<file path="src/hdl/elfhc_pkg.sv">
// ----------------------------------------------------------------------------
// elfhc_pkg
// Shared types, codes and constants of the elf32 header checker.
// ----------------------------------------------------------------------------
package elfhc_pkg;

    localparam int unsigned ID_W     = 5;
    localparam int unsigned VALUE_W  = 32;
    localparam int unsigned STATUS_W = 4;
    localparam int unsigned OFFSET_W = 6;
    localparam int unsigned OUT_DATA_W = 48;

    localparam logic [OFFSET_W-1:0] OFF_CLASS    = 6'd4;
    localparam logic [OFFSET_W-1:0] OFF_DATA     = 6'd5;
    localparam logic [OFFSET_W-1:0] OFF_IDENTVER = 6'd6;
    localparam logic [OFFSET_W-1:0] OFF_OSABI    = 6'd7;
    localparam logic [OFFSET_W-1:0] OFF_ABIVER   = 6'd8;
    localparam logic [OFFSET_W-1:0] OFF_PAD_END  = 6'd15;
    localparam logic [OFFSET_W-1:0] OFF_MACHINE  = 6'd18;
    localparam logic [OFFSET_W-1:0] OFF_VERSION  = 6'd20;
    localparam logic [OFFSET_W-1:0] OFF_HALF2    = 6'd40;
    localparam logic [OFFSET_W-1:0] HDR_BYTES    = 6'd52;

    localparam logic [7:0] MAG0 = 8'd127;
    localparam logic [7:0] MAG1 = 8'd69;
    localparam logic [7:0] MAG2 = 8'd76;
    localparam logic [7:0] MAG3 = 8'd70;

    localparam logic [ID_W-1:0] FID_CLASS    = 5'd0;
    localparam logic [ID_W-1:0] FID_DATA     = 5'd1;
    localparam logic [ID_W-1:0] FID_IDENTVER = 5'd2;
    localparam logic [ID_W-1:0] FID_OSABI    = 5'd3;
    localparam logic [ID_W-1:0] FID_ABIVER   = 5'd4;
    localparam logic [ID_W-1:0] FID_TYPE     = 5'd5;
    localparam logic [ID_W-1:0] FID_MACHINE  = 5'd6;
    localparam logic [ID_W-1:0] FID_VERSION  = 5'd7;
    localparam logic [ID_W-1:0] FID_EHSIZE   = 5'd12;
    localparam logic [ID_W-1:0] FID_SHSTRNDX = 5'd17;

    typedef enum logic [STATUS_W-1:0] {
        ST_OK       = 4'd0,
        ST_MAGIC    = 4'd1,
        ST_CLASS    = 4'd2,
        ST_DATA     = 4'd3,
        ST_IDENTVER = 4'd4,
        ST_OSABI    = 4'd5,
        ST_PADDING  = 4'd6,
        ST_VERSION  = 4'd7,
        ST_CLASS64  = 4'd8
    } status_t;

    typedef struct packed {
        logic [ID_W-1:0]    field_id;
        logic [VALUE_W-1:0] field_value;
        status_t            status;
        logic               last;
    } result_t;

    function automatic logic abi_known(input logic [7:0] b);
        case (b)
            8'd0, 8'd1, 8'd2, 8'd3, 8'd6, 8'd7, 8'd8, 8'd9, 8'd10,
            8'd11, 8'd12, 8'd64, 8'd97, 8'd255: abi_known = 1'b1;
            default: abi_known = 1'b0;
        endcase
    endfunction

endpackage

</file>
<file path="src/hdl/elf32_header_checker_core.sv">
// ----------------------------------------------------------------------------
// elf32_header_checker_core
// ELF32 file header checker: checks ident bytes and e_version, emits assembled fields.
// ----------------------------------------------------------------------------
// usage
//   s_axis: one header byte per word, tuser set on offset 0 of a header
//   m_axis: one word per completed field or per failed check
//   tlast marks the final word of a header (error, class64 stop, shstrndx)
// output
//   a result word is registered, valid in the cycle after the byte that completes it
// throughput
//   one byte per cycle; s_axis_tready drops only while a result word
//   waits in the output register and m_axis_tready is low
// reset
//   the checker waits for a byte with tuser set; bytes before that are
//   dropped, and bytes after a final word are dropped until the next start
// stall
//   a held result keeps tdata and tlast stable; bytes that give no result
//   are still taken as long as the output register can be loaded
// ----------------------------------------------------------------------------
module elf32_header_checker_core (
    input  logic                                 clk,
    input  logic                                 rst_n,
    input  logic                                 s_axis_tvalid,
    output logic                                 s_axis_tready,
    input  logic [7:0]                           s_axis_tdata,  // data_byte
    input  logic                                 s_axis_tuser,  // start_of_header
    output logic                                 m_axis_tvalid,
    input  logic                                 m_axis_tready,
    output logic [elfhc_pkg::OUT_DATA_W-1:0]     m_axis_tdata,  // field_id, field_value, status, zero fill
    output logic                                 m_axis_tlast
);
    import elfhc_pkg::*;

    logic    fire;
    logic    load_ok;
    logic    res_valid;
    result_t res;
    result_t out_res;

    assign s_axis_tready = load_ok;
    assign fire          = s_axis_tvalid && load_ok;

    elfhc_step u_step (
        .clk             (clk),
        .rst_n           (rst_n),
        .fire            (fire),
        .data_byte       (s_axis_tdata),
        .start_of_header (s_axis_tuser),
        .res_valid       (res_valid),
        .res             (res)
    );

    elfhc_out_stage u_out (
        .clk       (clk),
        .rst_n     (rst_n),
        .fire      (fire),
        .res_valid (res_valid),
        .res       (res),
        .load_ok   (load_ok),
        .out_valid (m_axis_tvalid),
        .out_ready (m_axis_tready),
        .out_res   (out_res)
    );

    assign m_axis_tdata = {7'd0, out_res.status, out_res.field_value, out_res.field_id};
    assign m_axis_tlast = out_res.last;

endmodule

</file>
<file path="src/hdl/elfhc_step.sv">
// ----------------------------------------------------------------------------
// elfhc_step
// Header state registers and the per-byte check and field assembly logic.
// ----------------------------------------------------------------------------
module elfhc_step (
    input  logic                    clk,
    input  logic                    rst_n,
    input  logic                    fire,
    input  logic [7:0]              data_byte,
    input  logic                    start_of_header,
    output logic                    res_valid,
    output elfhc_pkg::result_t      res
);
    import elfhc_pkg::*;

    logic [OFFSET_W-1:0] offset_reg, offset_next;
    logic [VALUE_W-1:0]  acc_reg, acc_next;
    logic                halted_reg, halted_next;
    logic                class64_reg, class64_next;

    always_comb
    begin
        logic [OFFSET_W-1:0] o;
        logic [OFFSET_W-1:0] rel;
        logic [VALUE_W-1:0]  acc_eff;
        logic [VALUE_W-1:0]  acc_ins;
        logic                halted_eff;
        logic [1:0]          pos;
        logic                done;
        logic [ID_W-1:0]     fid;

        o          = start_of_header ? '0 : offset_reg;
        acc_eff    = start_of_header ? '0 : acc_reg;
        halted_eff = start_of_header ? 1'b0 : halted_reg;
        rel        = '0;
        pos        = '0;
        done       = 1'b0;
        fid        = FID_TYPE;
        acc_ins    = '0;

        offset_next  = o;
        acc_next     = acc_eff;
        halted_next  = halted_eff;
        class64_next = start_of_header ? 1'b0 : class64_reg;
        res_valid    = 1'b0;
        res          = '{field_id: '0, field_value: '0, status: ST_OK, last: 1'b0};

        if (!halted_eff)
        begin
            offset_next = o + 6'd1;
            if (o < OFF_CLASS)
            begin
                if ((o == 6'd0 && data_byte != MAG0) || (o == 6'd1 && data_byte != MAG1) ||
                    (o == 6'd2 && data_byte != MAG2) || (o == 6'd3 && data_byte != MAG3))
                begin
                    res_valid  = 1'b1;
                    res.status = ST_MAGIC;
                    res.last   = 1'b1;
                end
            end
            else if (o == OFF_CLASS)
            begin
                res_valid = 1'b1;
                if (data_byte != 8'd1 && data_byte != 8'd2)
                begin
                    res.status = ST_CLASS;
                    res.last   = 1'b1;
                end
                else
                begin
                    class64_next    = (data_byte == 8'd2);
                    res.field_id    = FID_CLASS;
                    res.field_value = {24'd0, data_byte};
                end
            end
            else if (o == OFF_DATA)
            begin
                res_valid = 1'b1;
                if (data_byte != 8'd1 && data_byte != 8'd2)
                begin
                    res.status = ST_DATA;
                    res.last   = 1'b1;
                end
                else
                begin
                    res.field_id    = FID_DATA;
                    res.field_value = {24'd0, data_byte};
                end
            end
            else if (o == OFF_IDENTVER)
            begin
                res_valid = 1'b1;
                if (data_byte == 8'd0)
                begin
                    res.status = ST_IDENTVER;
                    res.last   = 1'b1;
                end
                else
                begin
                    res.field_id    = FID_IDENTVER;
                    res.field_value = {24'd0, data_byte};
                end
            end
            else if (o == OFF_OSABI)
            begin
                res_valid = 1'b1;
                if (!abi_known(data_byte))
                begin
                    res.status = ST_OSABI;
                    res.last   = 1'b1;
                end
                else
                begin
                    res.field_id    = FID_OSABI;
                    res.field_value = {24'd0, data_byte};
                end
            end
            else if (o == OFF_ABIVER)
            begin
                res_valid       = 1'b1;
                res.field_id    = FID_ABIVER;
                res.field_value = {24'd0, data_byte};
            end
            else if (o < OFF_PAD_END)
            begin
                if (data_byte != 8'd0)
                begin
                    res_valid  = 1'b1;
                    res.status = ST_PADDING;
                    res.last   = 1'b1;
                end
            end
            else if (o == OFF_PAD_END)
            begin
                res_valid = 1'b0;
            end
            else if (o >= HDR_BYTES)
            begin
                halted_next = 1'b1;
            end
            else
            begin
                // field position and id from the byte offset
                if (o < OFF_MACHINE)
                begin
                    fid  = FID_TYPE;
                    pos  = {1'b0, o[0]};
                    done = o[0];
                end
                else if (o < OFF_VERSION)
                begin
                    fid  = FID_MACHINE;
                    pos  = {1'b0, o[0]};
                    done = o[0];
                end
                else if (o < OFF_HALF2)
                begin
                    rel  = o - OFF_VERSION;
                    fid  = FID_VERSION + {2'd0, rel[4:2]};
                    pos  = rel[1:0];
                    done = (rel[1:0] == 2'd3);
                end
                else
                begin
                    rel  = o - OFF_HALF2;
                    fid  = FID_EHSIZE + {2'd0, rel[3:1]};
                    pos  = {1'b0, rel[0]};
                    done = rel[0];
                end

                acc_ins = {24'd0, data_byte} << {pos, 3'd0};
                if (pos == 2'd0)
                    acc_next = acc_ins;
                else
                    acc_next = acc_eff | acc_ins;

                if (done)
                begin
                    res_valid       = 1'b1;
                    res.field_id    = fid;
                    res.field_value = acc_next;
                    if (fid == FID_VERSION && acc_next == '0)
                    begin
                        res.field_id    = FID_CLASS;
                        res.field_value = '0;
                        res.status      = ST_VERSION;
                        res.last        = 1'b1;
                    end
                    else if (fid == FID_VERSION && class64_next)
                    begin
                        res.status = ST_CLASS64;
                        res.last   = 1'b1;
                    end
                    else if (fid == FID_SHSTRNDX)
                    begin
                        res.last = 1'b1;
                    end
                end
            end

            if (res_valid && res.last)
                halted_next = 1'b1;
        end
    end

    always_ff @(posedge clk or negedge rst_n)
    begin
        if (!rst_n)
        begin
            offset_reg  <= '0;
            acc_reg     <= '0;
            halted_reg  <= 1'b1;
            class64_reg <= 1'b0;
        end
        else if (fire)
        begin
            offset_reg  <= offset_next;
            acc_reg     <= acc_next;
            halted_reg  <= halted_next;
            class64_reg <= class64_next;
        end
    end

endmodule

</file>
<file path="src/hdl/elfhc_out_stage.sv">
// ----------------------------------------------------------------------------
// elfhc_out_stage
// Result register between the checker logic and the output stream.
// ----------------------------------------------------------------------------
module elfhc_out_stage (
    input  logic                clk,
    input  logic                rst_n,
    input  logic                fire,
    input  logic                res_valid,
    input  elfhc_pkg::result_t  res,
    output logic                load_ok,
    output logic                out_valid,
    input  logic                out_ready,
    output elfhc_pkg::result_t  out_res
);
    import elfhc_pkg::*;

    logic    valid_reg;
    result_t res_reg;

    // free slot, or the waiting word leaves this cycle
    assign load_ok   = !valid_reg || out_ready;
    assign out_valid = valid_reg;
    assign out_res   = res_reg;

    always_ff @(posedge clk or negedge rst_n)
    begin
        if (!rst_n)
        begin
            valid_reg <= 1'b0;
        end
        else if (load_ok)
        begin
            valid_reg <= fire && res_valid;
        end
    end

    always_ff @(posedge clk)
    begin
        if (fire && res_valid)
        begin
            res_reg <= res;
        end
    end

endmodule
</file>
<file path="config.mk">
export PLATFORM = sky130hd
export DESIGN_NAME = elf32_header_checker_core
export DESIGN_NICKNAME = d
export VERILOG_FILES = /design/src/hdl/elfhc_pkg.sv /design/src/hdl/elf32_header_checker_core.sv /design/src/hdl/elfhc_step.sv /design/src/hdl/elfhc_out_stage.sv
export SDC_FILE = /design/constraint.sdc
export NUM_CORES = 1
export LEC_CHECK = 0
export ABC_AREA = 1
export BUFFER_PORTS_ARGS = -buffer_cell sky130_fd_sc_hd__buf_2
export CAP_MARGIN = 20
export CELL_PAD_IN_SITES_DETAIL_PLACEMENT = 2
export CELL_PAD_IN_SITES_GLOBAL_PLACEMENT = 2
export CORE_MARGIN = 1.5
export CORE_UTILIZATION = 35
export CTS_BUF_LIST = sky130_fd_sc_hd__clkbuf_4 sky130_fd_sc_hd__clkbuf_8
export DETAILED_ROUTE_END_ITERATION = 10
export GPL_ROUTABILITY_DRIVEN = 0
export PLACE_DENSITY = 0.85
export REMOVE_ABC_BUFFERS = 1
export SLEW_MARGIN = 20
export SYNTH_ARGS = -nofsm -noshare
export SYNTH_HDL_FRONTEND = slang
export SYNTH_SLANG_ARGS = --single-unit
</file>
<file path="constraint.sdc">
create_clock -name clk -period 5.1 [get_ports clk]
set_clock_uncertainty 0.05 [all_clocks]
set_input_delay 0.51 -clock clk [delete_from_list [all_inputs] [get_ports clk]]
set_output_delay 0.51 -clock clk [all_outputs]
set_load 0.005 [all_outputs]
</file>
==> metrics.cfg <==
[timing]
setup_viol = 0
worst_slew_pin_slew_ns = 0.8185
rsz0062_at_grt = no
final.period_utilization_pct = 76.68
finalHoldViolCount = 0
tns_ns = 0
timing.fmax_mhz = 255.7
slew_headroom_pct = 45.24
finalWorstSetupSlack_ns = 1.189
period_minus_slack_ns = 3.911
finalMaxSlewViolations = 0

[setup_path]
crit_arrival_ns = 3.98
crit_fanout = 38
crit_chain = buf_2 > inv_2 > nand2_4 > nand2_2 > nand2_2 > nand2_4 > nand2_4 > nand2_2 > nand2_1 > nand2_1 > nor2_1 > nand3b_1 > nor2_1 > nand2_1 > nand2_1 > inv_2 > nand2_2 > nor2_1
crit_required_ns = 5.17
endpoint_kind = flip-flop
reg2reg_depth = 16
max_stage_delay_ns = 0.49
slowest_stage = nand2_2
critical_path_class = primary input to flip-flop
worstReg2RegEnd = u_out.out_res[4]
r2r_slack_ns = 1.35
r2r-start = u_step.offset_reg[3]
critPathLaunchType = primary input

[placed_design]
hpwl_um = 14090
port_buffers = 56
post_dp_cell_area_um2 = 5587
place_ws_ns = 0.7931

[detailed_routing]
drt_iter0_drc = 281
vias_per_cell = 5.541
wl_per_cell_um = 21.12
drt.antenna.violating_nets = 0
vias = 5131
drc = 0
wl_um = 19550
dr.pass1.iters = 4

[yosys]
syn_area_per_cell_um2 = 7.456
synth_area_leaders = edfxtp_1 25%, dfrtp_1 19%, nand2_1 11%
synth.largest_area_cell = edfxtp_1
synthDistinctLibCells = 43
syn_inst = 690
ys.warnings.count = 0
yosysTopAreaCellShare_pct = 24.51
ys_seq_elements = 83
synth_area_um2 = 5145
ys_seq_area_share_pct = 44.48

[clocking]
path_clk_slew_ns = 0.09
cts_hold_buf = 0
root_buffer = clkbuf_8
postCtsSetupRepairBufs = 0
cts.sinks = 83
clock_path_buffers = 2
htree_levels = 3
worstSkewPairLatency_ns = 0.40
cts_resized = 0
numCtsBuffers = 9
cts_tree = built

[power_and_ir_drop]
switching_share_pct = 39.05
static-leakage-power_nw = 2.609
pwr-share-seq_pct = 43.3
power.share.combinational_pct = 33.4
ir_drop_mv = 0.1191
switchingPower_mw = 0.8556
p_clk_share_pct = 23.3
intPower_mw = 1.335
power.density_nw_per_um2 = 378.8

[final_layout]
largest_reg_flops = 42
antenna_cells = 0
finalInstanceArea_um2 = 5784
layout.nets = 754
drive_gt1_share_pct = 15.09
area_growth_syn_to_layout_pct = 12.43

[die]
coreArea_um2 = 14420
fp-row-count = 44
boundaryPins = 64
start_util_pct = 35.67
die_area_um2 = 15440
die_h_um = 124.2
die_x_um = 124.2

[worst_hold_path]
hold_path.class = primary input to asynchronous set/reset pin

[global_route]
antenna_found_initial = 0
grt_pass1_vias = 5752
grt_pass1_wl_um = 31460
grt_overflow = 0
grt_use_total_pct = 26.27
grt_start_max_net_pins = 42

[outcome]
status = completed

[run]
cap_violations = 0

-- logic make-up after synthesis --
logic type | Yosys count | share of synthesized area (%)
simple gates | 320 | 26.07
compound gates | 161 | 18.00
buf+inv | 117 | 9.728
flops | 83 | 44.48
xor+xnor | 4 | 0.6811
fa+ha+maj | 4 | 0.9728
other cells | 1 | 0.07289
-- layer usage --
layer / vias to the layer above / wire length [um] / share of wire [%] / global-route usage [%]
li1: 2360 / - / - / -
met2: 119 / 9871 / 50 / 45.67
met4: 0 / 629 / 3.2 / 11.97
met5: - / 0 / 0 / 0
met3: 36 / 671 / 3.4 / 3.750
met1: 2616 / 8381 / 43 / 32.15
-- power by group through the flow --
stage	combinational [mW]	sequential, mW	clock [mW]
floorplan	0.421	0.955	0
global placement	0.681	0.952	0
detailed placement	0.726	0.964	0
CTS	0.735	0.950	0.514
global route	0.814	0.966	0.543
finish	0.732	0.949	0.510
-- worst max-delay path by stage --
stage | cells after the start | slack [ns] | end | start
final | 18 | 1.19 | u_out.out_res[4] | s_axis_tuser
after global routing | 18 | 0.86 | u_out.out_res[41] | s_axis_tuser
after CTS | 18 | 1.16 | u_out.out_res[32] | s_axis_tuser
after detailed placement | 18 | 0.79 | u_out.out_res[18] | s_axis_tuser
after global placement | 18 | 1.04 | u_out.out_res[35] | s_axis_tuser
after floorplan | 9 | 0.20 | u_out.out_res[0] | s_axis_tuser
-- critical path, delay by kind of cell --
kind / cells / cell delay (ns)
buf+inv: 3 / 0.58
simple gates: 15 / 2.84
-- cell usage in the layout (no fill, tap or decap), types with 5 or more instances in the layout --
| cell | Yosys | routed |
|---|---|---|
| a21oi_1 | 79 | 79 |
| nor2_2 | 4 | 5 |
| a31oi_1 | 5 | 5 |
| o21ai_0 | 33 | 33 |
| nand2_1 | 150 | 150 |
| clkbuf_8 | 0 | 9 |
| inv_1 | 76 | 76 |
| nand2_2 | 13 | 13 |
| edfxtp_1 | 42 | 42 |
| nand3_1 | 26 | 26 |
| dfrtp_1 | 40 | 40 |
| buf_2 | 10 | 55 |
| buf_4 | 7 | 12 |
| nor2_1 | 108 | 106 |
| nand4_1 | 5 | 5 |
| conb_1 | 1 | 7 |
| nor3_1 | 5 | 5 |
| o22ai_1 | 8 | 8 |
| a22oi_1 | 11 | 11 |
| o22a_1 | 6 | 6 |
-- metrics by stage --
stage	util (%)	std cells	power (mW)	hold WS (ns)
floorplan	-	658	1.377	0.1644
global placement	38.73	910	1.634	0.4249
detailed placement	38.73	910	1.689	0.4390
CTS	40.09	926	2.199	0.3087
global route	40.10	926	2.323	0.1066
finish	40.10	926	2.191	0.06398
-- cell type report --
| type | count | area, um2 |
|---|---|---|
| sequential | 83 | 2288 |
| tap | 184 | 230.2 |
| fill | 1737 | 8640 |
| clock inverter | 6 | 63.81 |
| timing repair buffer | 68 | 385.4 |
| multi-input combinational | 496 | 2389 |
| clock buffer | 10 | 131.4 |
| inverter | 79 | 296.5 |
-- synth_stat cells, drive strengths merged --
| master | n |
|---|---|
| nand2 | 166 |
| nor2 | 112 |
| a21oi | 79 |
| inv | 78 |
| edfxtp | 42 |
| dfrtp | 40 |
| o21ai | 36 |
| nand3 | 26 |
| buf | 22 |
| clkbuf | 16 |
| a22oi | 11 |
| o22ai | 8 |
| o22a | 6 |
| a31oi | 5 |
| nand4 | 5 |
| nor3 | 5 |
| ha | 4 |
| o211ai | 4 |
| a22o | 3 |
| nor4 | 3 |
| o31ai | 3 |
| xor2 | 3 |
| nand3b | 2 |
| o21bai | 2 |
| a21boi | 1 |
| a41oi | 1 |
| and3 | 1 |
| clkinv | 1 |
| conb | 1 |
| dfstp | 1 |
| o21a | 1 |
| o41ai | 1 |
| xnor2 | 1 |
(Power assumes the default switching activity.)
